--- src/sv/ikc_pkg.sv ---
// Shared types and constants of the image kernel convolution core.
package ikc_pkg;

  localparam int PIX_W       = 8;
  localparam int COEF_W      = 12;
  localparam int KMAX        = 5;
  localparam int ROW_W       = KMAX * COEF_W;
  localparam int CFG_IDX_W   = 4;
  localparam int DIM_W       = 11;
  localparam int PROD_W      = PIX_W + 1 + COEF_W;
  localparam int ROWSUM_W    = PROD_W + 3;
  localparam int SUM_W       = ROWSUM_W + 2;
  localparam int FIFO_DEPTH  = 8;
  localparam int FIFO_AW     = 3;
  localparam int FIFO_CNT_W  = 4;
  localparam int MEM_ROWS    = KMAX - 1;
  localparam int MEM_W       = MEM_ROWS * PIX_W;

  typedef enum logic {
    OP_PIXEL = 1'b0,
    OP_DRAIN = 1'b1
  } opcode_t;

  typedef enum logic [CFG_IDX_W-1:0] {
    REG_KSIZE  = 4'd0,
    REG_WIDTH  = 4'd1,
    REG_HEIGHT = 4'd2,
    REG_COEF_A = 4'd3,
    REG_COEF_B = 4'd4,
    REG_COEF_C = 4'd5,
    REG_COEF_D = 4'd6,
    REG_COEF_E = 4'd7
  } reg_idx_t;

  // One column of the window: element m holds row (r - 4 + m).
  typedef logic [KMAX-1:0][PIX_W-1:0] vec_t;

  typedef struct packed {
    logic                  last;
    logic                  k5;
    logic [KMAX-1:0][2:0]  dep;
  } ctl_t;

  typedef struct packed {
    logic [PIX_W-1:0] filtered_value;
    logic             clipped;
    logic             frame_last;
  } res_t;

endpackage

--- src/sv/ikc_out_fifo.sv ---
// Result queue in front of the output channel.
module ikc_out_fifo (
  input  logic           clk,
  input  logic           rst_n,
  input  logic           push,
  input  ikc_pkg::res_t  wr,
  input  logic           pop,
  output logic           not_empty,
  output ikc_pkg::res_t  rd
);

  ikc_pkg::res_t                   buf_r [ikc_pkg::FIFO_DEPTH];
  logic [ikc_pkg::FIFO_AW-1:0]     wp_r;
  logic [ikc_pkg::FIFO_AW-1:0]     rp_r;
  logic [ikc_pkg::FIFO_CNT_W-1:0]  cnt_r;

  always_ff @(posedge clk) begin
    if (push) begin
      buf_r[wp_r] <= wr;
    end
    if (!rst_n) begin
      wp_r  <= '0;
      rp_r  <= '0;
      cnt_r <= '0;
    end else begin
      if (push) begin
        wp_r <= wp_r + 1'b1;
      end
      if (pop) begin
        rp_r <= rp_r + 1'b1;
      end
      cnt_r <= cnt_r + ikc_pkg::FIFO_CNT_W'(push) - ikc_pkg::FIFO_CNT_W'(pop);
    end
  end

  assign not_empty = (cnt_r != '0);
  assign rd        = buf_r[rp_r];

endmodule

--- config.mk ---
export PLATFORM = sky130hd
export DESIGN_NAME = ikc_out_fifo
export DESIGN_NICKNAME = d
export VERILOG_FILES = /design/src/sv/ikc_pkg.sv /design/src/sv/ikc_out_fifo.sv
export SDC_FILE = /design/constraint.sdc
export NUM_CORES = 1
export LEC_CHECK = 0
export BUFFER_PORTS_ARGS = -buffer_cell sky130_fd_sc_hd__buf_2
export CAP_MARGIN = 15
export CORE_ASPECT_RATIO = 0.8
export CORE_UTILIZATION = 50
export DETAILED_ROUTE_END_ITERATION = 10
export MAX_ROUTING_LAYER = met4
export PLACE_DENSITY = 0.71
export SYNTH_ARGS = -nofsm -noshare
export SYNTH_HDL_FRONTEND = slang
export SYNTH_SLANG_ARGS = --single-unit
--- constraint.sdc ---
create_clock -name clk -period 1.6 [get_ports clk]
set_input_delay 0 -clock clk [delete_from_list [all_inputs] [get_ports clk]]
set_output_delay 0 -clock clk [all_outputs]
set_load 0.05 [all_outputs]
Yosys cells after proc, flatten, opt, wreduce, memory -nomap -nowiden
Memories as Yosys holds them, arrays and structs flattened. A register that Yosys moved wholly into a read port is not among the register bits. Index checks and enable logic that the tools add are counted.

Bits in registers: 10. Bits in writable memories: 80. Word-level logic and storage cells: 13. Input port bits: 14. Memories: 1.

Multiplexer cells: 4. Reductions and logical operators: 1. Add/subtract/negate cells: 4.

Memory list: buf_r (words 8, bits a word 10, read ports 1, clocked after Yosys merged registers in 1, wr ports 1, line ikc_out_fifo.sv:12) `ikc_pkg::res_t buf_r [ikc_pkg::FIFO_DEPTH];`.

Operators by type and width (number): 3-bit by 1-bit adder with 3-bit output (second input constant) (2); 3-bit two-way mux (2); 4-bit by 1-bit adder with 4-bit output (1); 4-bit nonzero test (1); 4-bit by 1-bit subtractor with 4-bit output (1); 1-bit two-way mux (2).

Logic depth before layout (Yosys ltp)
Gate-level depths: netlist of the first run.

Word-level depth: 3. Mapped depth: 8. Mapped depth without buffers: 8.

Least setup slack after synthesis of the first run
Ideal clock, no wire load.

Path kind: register to register. Start: reg wp_r[2] in the netlist's numbering. End: mem buf_r[0][0] in the netlist's numbering, enable pin. Data arrival time: 1227 ps. Cell stages (with the launch flop): 3. Library setup time: 390 ps. Data required time: 1210 ps. Slack: -17 ps. Clock period less this slack: 1617 ps. Cells stage by stage: dfxtp_1 > nand2b_1 > nor3_1.

RTL lines: start, declared (line ikc_out_fifo.sv:13) `logic [ikc_pkg::FIFO_AW-1:0] wp_r;`; start signal, assigned (line ikc_out_fifo.sv:27) `wp_r <= wp_r + 1'b1;`; end, declared (line ikc_out_fifo.sv:12).

Straight into the memory's write port.

==> flow_metrics.py, run 1 <==
metrics = {
    "outcome": {
        "outcome": "finished, violations left",
        "violations": "DRC, setup timing",
    },
    "die": {
        "initial_utilization_pct": 52.69,
        "fp.coreArea_mm2": 0.007027,
        "dieArea_mm2": 0.007755,
        "die_x_um": 98.21,
        "fp-row-count": 27,
        "fp.dieH_um": 78.97,
        "io_pins": 25,
    },
    "placement": {
        "io_buffers": 24,
        "gp_congestion": 0.7933,
        "dp_hpwl_mm": 4.509,
        "dp.cells": 306,
        "place_area_mm2": 0.004066,
        "dpl_worst_slack_ns": -0.09780,
    },
    "pwr": {
        "p_int_mw": 3.941,
        "p_switching_mw": 1.403,
        "power.share.clock_pct": 28.7,
        "power_density_mw_per_mm2": 1194,
        "p_comb_share_pct": 19.2,
        "power.leakage_nw": 1.584,
        "pwr-share-seq_pct": 52.1,
        "power_switching_share_pct": 26.25,
        "power_mw": 5.344,
        "peakVddDrop_v": 0.0006253,
    },
    "timing": {
        "setup_slack_ns": -0.3113,
        "rsz0062_at_grt": "yes",
        "hold_ws_ns": 0.06587,
        "relSlewSlack_pct": 80.71,
        "worst-slew-pin-transition_ns": 0.2890,
        "slew_viol_final": 0,
        "period_minus_slack_ns": 1.911,
        "period_share_pct": 119.5,
        "hold_viol": 0,
        "skew_ns": 0.01117,
        "fmax_mhz": 523.2,
        "setup_viol": 11,
    },
    "layout": {
        "areaGrowthSynthToFinish_pct": 20.89,
        "layoutNonFillerInstCount": 334,
        "drive_above_1_share_pct": 38.87,
        "fin_nets": 265,
        "n_antenna_cell": 0,
        "seqCellArea_mm2": 0.002668,
        "multi_input_area_um2": 980.9,
        "stdcell_area_mm2": 0.004476,
        "fillers": 522,
    },
    "critical_path": {
        "crit_slowest_cell": "mux4_1",
        "reg2regPathDepth": 8,
        "max_stage_delay_ns": 0.55,
        "arrival_ns": 1.91,
        "path_cells": "buf_12 -> mux4_1 -> mux2_2 -> buf_6",
        "crit_type": "flop to output port",
        "path_max_fanout": 10,
        "cp.required_ns": 1.60,
        "cp-start-kind": "flop",
        "end_kind": "output port",
    },
    "grt": {
        "antenna_found_initial": 0,
        "first_global_vias": 2052,
        "grt.overflow.total": 0,
        "grt_max_degree": 21,
        "grtUsageTotal_pct": 20.12,
        "grt_pass1_wl_mm": 10.82,
    },
    "route": {
        "drc": 1,
        "wire_per_inst_um": 20.79,
        "drt_iter0_markers": 100,
        "firstDrtPassIters": 7,
        "ant_nets": 0,
        "vias": 1865,
        "finalWirelength_mm": 6.945,
        "viasPerCell": 5.584,
    },
    "clock_tree": {
        "cts.clk_slew.worst_paths_ns": 0.09,
        "numCtsBuffers": 9,
        "h-tree-depth": 3,
        "cts.sinks": 93,
        "cts_tree": "built",
        "clock_path_buffers": 2,
        "cts_root_buf": "clkbuf_8",
        "insertion_delay_ns": 0.35,
    },
    "min_path": {
        "whs_path_depth": 3,
        "hold_path_class": "primary input to flop",
    },
    "job": {
        "drv_cap": 0,
    },
    "synthesis": {
        "synth-seq-cells": 93,
        "synth.cell_area_mm2": 0.003702,
        "postSynthAreaPerCell_um2": 20.34,
        "synth.distinct_cells": 22,
        "ys_seq_area_share_pct": 71.92,
        "synth_fp_nets": 204,
        "yosys_warnings": 0,
        "synthCells": 182,
    },
}
==> layout make-up <==
type                    count  share of cell area (%)
clock buffers               9                   2.768
well taps                  87                   2.432
inverters                   7                  0.5871
multi-input cells          76                   21.92
clock inverters             6                   1.621
flip-flops and latches     93                   59.60
repair buffers             56                   11.07
==> timing repair <==
item,4_1_cts,5_1_grt
cloned,1,0
setup endpoints to repair,11,13
buffers inserted,0,1
pin swaps,0,3
endpoints found under the hold margin,86,0
hold buffers,11,0
resized for setup,33,20
==> final timing paths <==
path                             start                   end  slack (ns)
hold reg to reg   rp_r[1]$_SDFFE_PN0P_                  flop        0.59
hold / removal                    push  wp_r[1]$_SDFFE_PN0P_        0.07
setup reg to reg   cnt_r[0]$_SDFF_PN0_   cnt_r[2]$_SDFF_PN0_           0
setup / recovery                  flop                 rd[3]       -0.31
==> critical path: cells and delay by family (launching register included) <==
family / cells / cell delay [ns]
multiplexers: 2 / 0.85
flip-flops: 1 / 0.39
buffers and inverters: 2 / 0.32
==> logic make-up (layout without fill, tap and decap cells) <==
group                      after synthesis  in the layout  synth area share (%)
buffers and inverters                   13             78                 1.724
AOI/OAI and AO/OA                        2              2                0.3379
and+or+nand+nor                         28             28                 3.886
adders and majority gates                8              8                 2.906
xor gates and xnor gates                 5              5                 1.183
muxes                                   33             33                 18.05
DFF                                     93             93                 71.92
==> per-layer routing <==
metal / up-vias / track usage [%] / routed length (um)
met5: - / - / 0
met4: 0 / 6.567 / 87
met3: 11 / 4.577 / 491
met2: 79 / 34.51 / 3509
met1: 941 / 24.01 / 2857
li1: 834 / - / -
==> stage by stage <==
step	utilization [%]	TNS (ns)
floorplan	-	0
global placement	57.87	-0.02354
detailed placement	57.87	-0.1706
CTS	63.23	-3.131
global route	63.69	-3.268
finish	63.69	-2.694
==> sequential cells by signal, indices dropped and copies added (netlist names), named ones only <==
register,cells
rp_r,3
buf_r,80
wp_r,3
cnt_r,4
==> Yosys cell counts <==
cell type  number  area (um^2)
buf_6           2        22.52
nor2_1          6        22.52
mux2i_1         3        30.03
nor2b_1         3        18.77
nand2b_1        4        25.02
a21o_1          1        7.510
clkbuf_1        3        11.26
buf_1           1        3.750
mux4_1         20        525.5
xor2_1          2        17.52
fa_1            1        20.02
ha_1            7        87.58
nand2_1         5        18.77
dfxtp_1        13        260.3
mux2_2         10        112.6
xnor2_1         3        26.28
edfxtp_1       80         2402
nand3_1         1        5.000
a21oi_1         1        5.000
inv_1           7        26.28
and2_1          7        43.79
nor3_1          2        10.01
==> power groups by stage <==
stage | registers, mW | clock network, mW | logic (mW)
2_1_floorplan | 2.82 | 0 | 0.601
3_3_place_gp | 2.82 | 0 | 0.767
3_5_place_dp | 2.83 | 0 | 0.837
4_1_cts | 2.78 | 1.58 | 0.952
5_1_grt | 2.79 | 1.65 | 1.11
6_report | 2.78 | 1.53 | 1.03
==> cell usage in the layout (no fill, tap or decap), types with 2 or more instances in the layout <==
cell,instances
mux2i_1,3
mux2_2,5
mux4_1,5
nor2b_1,3
edfxtp_1,80
inv_2,3
and2_1,6
nand2b_1,4
dlygate4sd3_1,11
ha_4,2
clkinv_4,2
buf_2,14
mux4_2,15
mux2_4,5
buf_4,18
xor2_1,2
buf_12,2
dfxtp_1,11
nor2_1,6
clkbuf_8,9
inv_1,4
buf_6,10
xnor2_1,2
ha_1,5
nand2_1,5
Note: power is estimated with default switching activity, not from simulation.
==> inputs of run 2 (changes only) <==
- ABC_AREA: default -> 1
- CORE_ASPECT_RATIO: 0.8 -> 1.4
- CTS_BUF_LIST: default -> sky130_fd_sc_hd__clkbuf_8
- PLACE_DENSITY: 0.71 -> 0.7
==> run 2 against run 1 <==
  * Wire length up 24%
  * The run now ends clean
  * Critical endpoint is now rd[2]
  * Combinational power up 16%
  * Sequential power about the same
  * Power up 2.5%
  * First-iteration DRC count up 120%
  * Largest cell class unchanged
  * Fmax up 23%
  * Area after synthesis up 12%
  * Cell count up 77%
  * Critical path type unchanged
  * Flip-flop and latch count unchanged
==> flow_metrics.py, run 2 <==
metrics = {
    "route": {
        "firstDrtPassIters": 5,
        "vias": 2883,
        "drt_iter0_markers": 222,
        "ant_nets": 0,
        "viasPerCell": 4.886,
        "wire_per_inst_um": 14.59,
        "drc": 0,
        "finalWirelength_mm": 8.609,
    },
    "critical_path": {
        "rrSetupSlack_ns": 0.05,
        "arrival_ns": 1.56,
        "reg2regPathDepth": 7,
        "path_cells": "buf_12 -> clkbuf_16 -> nand2_1 -> nand3_1 -> nand2_1 -> nand2_1 -> nand2_2 -> buf_6",
        "cp.required_ns": 1.60,
        "cp-start-kind": "flop",
        "r2r_start": "cnt_r[0]$_SDFF_PN0_",
        "crit_slowest_cell": "dfxtp_4",
        "max_stage_delay_ns": 0.42,
        "crit_type": "flop to output port",
        "path_max_fanout": 5,
        "rr_endpoint": "cnt_r[1]$_SDFF_PN0_",
        "endpoint": "rd[2]",
        "end_kind": "output port",
        "cpMostUsedCell": "nand2_1",
    },
    "grt": {
        "antenna_found_initial": 0,
        "use_met2_pct": 34.85,
        "grt.overflow.total": 0,
        "grt_pass1_wl_mm": 12.30,
        "first_global_vias": 2665,
        "grtUsageTotal_pct": 20.40,
        "met1_usage_pct": 22.17,
        "grt_util_met3_pct": 5.394,
        "grt_busiest_layer": "met2",
        "grt_max_degree": 41,
    },
    "pwr": {
        "power.leakage_nw": 2.313,
        "peakVddDrop_v": 0.0009783,
        "power_density_mw_per_mm2": 1089,
        "power_mw": 5.475,
    },
    "placement": {
        "io_buffers": 24,
        "dpl_worst_slack_ns": 0.07401,
        "dp_hpwl_mm": 4.912,
        "gp_congestion": 0.7983,
    },
    "timing": {
        "slew_viol_final": 0,
        "setup_slack_ns": 0.04418,
        "period_share_pct": 97.24,
        "finalSetupTns_ns": 0,
        "fmax_mhz": 642.7,
        "skew_ns": 0.009321,
        "period_minus_slack_ns": 1.556,
        "hold_viol": 0,
        "relSlewSlack_pct": 83.71,
        "worst-slew-pin-transition_ns": 0.2438,
        "hold_ws_ns": 0.4453,
        "rsz0062_at_grt": "yes",
        "setup_viol": 0,
    },
    "die": {
        "fp.dieH_um": 109.9,
        "initial_utilization_pct": 51.30,
        "fp-row-count": 39,
        "fp.coreArea_mm2": 0.008100,
        "io_pins": 25,
        "dieArea_mm2": 0.008684,
        "die_x_um": 79.05,
    },
    "synthesis": {
        "synth.cell_area_mm2": 0.004155,
        "synth.distinct_cells": 19,
        "synth_fp_nets": 447,
        "synthCells": 425,
        "synth-seq-cells": 93,
        "ys.flop_type": "edfxtp_1",
        "yosys.cell_count.top_type": "nand2_1",
        "ys_seq_area_share_pct": 64.08,
        "postSynthAreaPerCell_um2": 9.777,
        "synth_commonest_cells": "nand2_1 (132), inv_1 (95), edfxtp_1 (80)",
        "synth_area_leaders": "edfxtp_1 (58%), nand2_1 (12%), inv_1 (8.6%), dfxtp_1 (6.3%), nand3_1 (5.2%)",
        "synth_edf_count": 80,
        "synth_top_area_share_pct": 57.81,
        "yosys_warnings": 0,
        "async_flop_share_pct": 0,
        "synth_top_cell_by_area": "edfxtp_1",
    },
    "clock_tree": {
        "cts.clk_slew.worst_paths_ns": 0.09,
        "numCtsBuffers": 9,
        "insertion_delay_ns": 0.35,
        "h-tree-depth": 3,
        "clock_path_buffers": 2,
        "cts.sinks": 93,
        "cts_tree": "built",
        "cts_root_buf": "clkbuf_8",
    },
    "layout": {
        "largest_register_ffs": 80,
        "largest-register": "buf_r",
        "fin_nets": 505,
        "top_regs": "buf_r: 80 flops, cnt_r: 4 flops",
        "final_common_cell": "nand2_1",
        "most-common-layout-cells": "nand2_1 (120), inv_1 (96), edfxtp_1 (80)",
        "n_antenna_cell": 0,
        "areaGrowthSynthToFinish_pct": 20.96,
        "postLayoutCoreUtil_pct": 62.05,
        "drive_above_1_share_pct": 18.65,
        "fillers": 654,
    },
    "job": {
        "drv_cap": 0,
    },
    "outcome": {
        "outcome": "finished clean",
    },
    "min_path": {
        "hold_path_class": "primary input to flop",
    },
}
## run 2: changes by cell type in the layout (fill, tap and decap cells not counted), moves of 9 or more
cell,previous run,this run
nor2_1,6,15
inv_1,4,96
nand2_2,0,22
nand3_1,1,42
nand2_1,5,120
mux4_2,15,0
## run 2: per-layer routing
metal | vias up | part of all wire (%)
li1 | 1434 | -
met1 | 1367 | 41
met2 | 68 | 54
met3 | 14 | 3.6
met4 | 0 | 2.2
met5 | - | 0
## run 2: critical path, delay by kind of cell, from the launching register on
family	cells	cell delay, ns
buf+inv	3	0.46
simple gates	5	0.31
flops	1	0.42
## run 2: cell type report
class	count	area (um^2)	share of cell area, %
Sequential cell	93	2666	53.05
Timing Repair inverter	2	20.02	0.3983
Multi-Input combinational cell	221	1050	20.89
Tap cell	102	127.6	2.539
Clock buffer	9	123.9	2.465
Clock inverter	7	67.56	1.344
Timing Repair Buffer	59	590.6	11.75
Inverter	97	380.4	7.568
## run 2: stage by stage
step | instance area, um^2 | std cells
floorplan | 4155 | 425
global placement | 4397 | 551
detailed placement | 4397 | 551
CTS | 4736 | 580
global route | 5026 | 590
finish | 5026 | 590
## run 2: how the worst min path moves through the flow
stage	from	endpoint	depth (start not counted)
floorplan	rst_n	cnt_r[0]$_SDFF_PN0_	2
global route	wr[1]	buf_r[7][1]$_DFFE_PP_	2
finish	wr[5]	buf_r[6][5]$_DFFE_PP_	2
CTS	wr[5]	buf_r[6][5]$_DFFE_PP_	2
global placement	wr[5]	buf_r[6][5]$_DFFE_PP_	1
detailed placement	wr[5]	buf_r[6][5]$_DFFE_PP_	1
## run 2: cells by family after synthesis
group	after synthesis	synth area share, %
and+or+nand+nor	202	20.27
buffers and inverters	111	11.56
DFF	93	64.08
AOI/OAI and AO/OA	9	1.084
adders and majority gates	8	2.590
xor gates and xnor gates	2	0.4216
## run 2: where the power goes
part	internal [mW]	switching [mW]
Clock	0.714	0.799
Sequential	2.73	0.0430
Combinational	0.459	0.733
## run 2: repair_timing
item | CTS | global route
endpoints found under the setup margin | 10 | 11
hold buffers | 13 | 0
hold endpoints to repair | 89 | 0
setup buffers | 0 | 3
cloned | 0 | 7
resized for setup | 6 | 52
pin swaps | 0 | 20
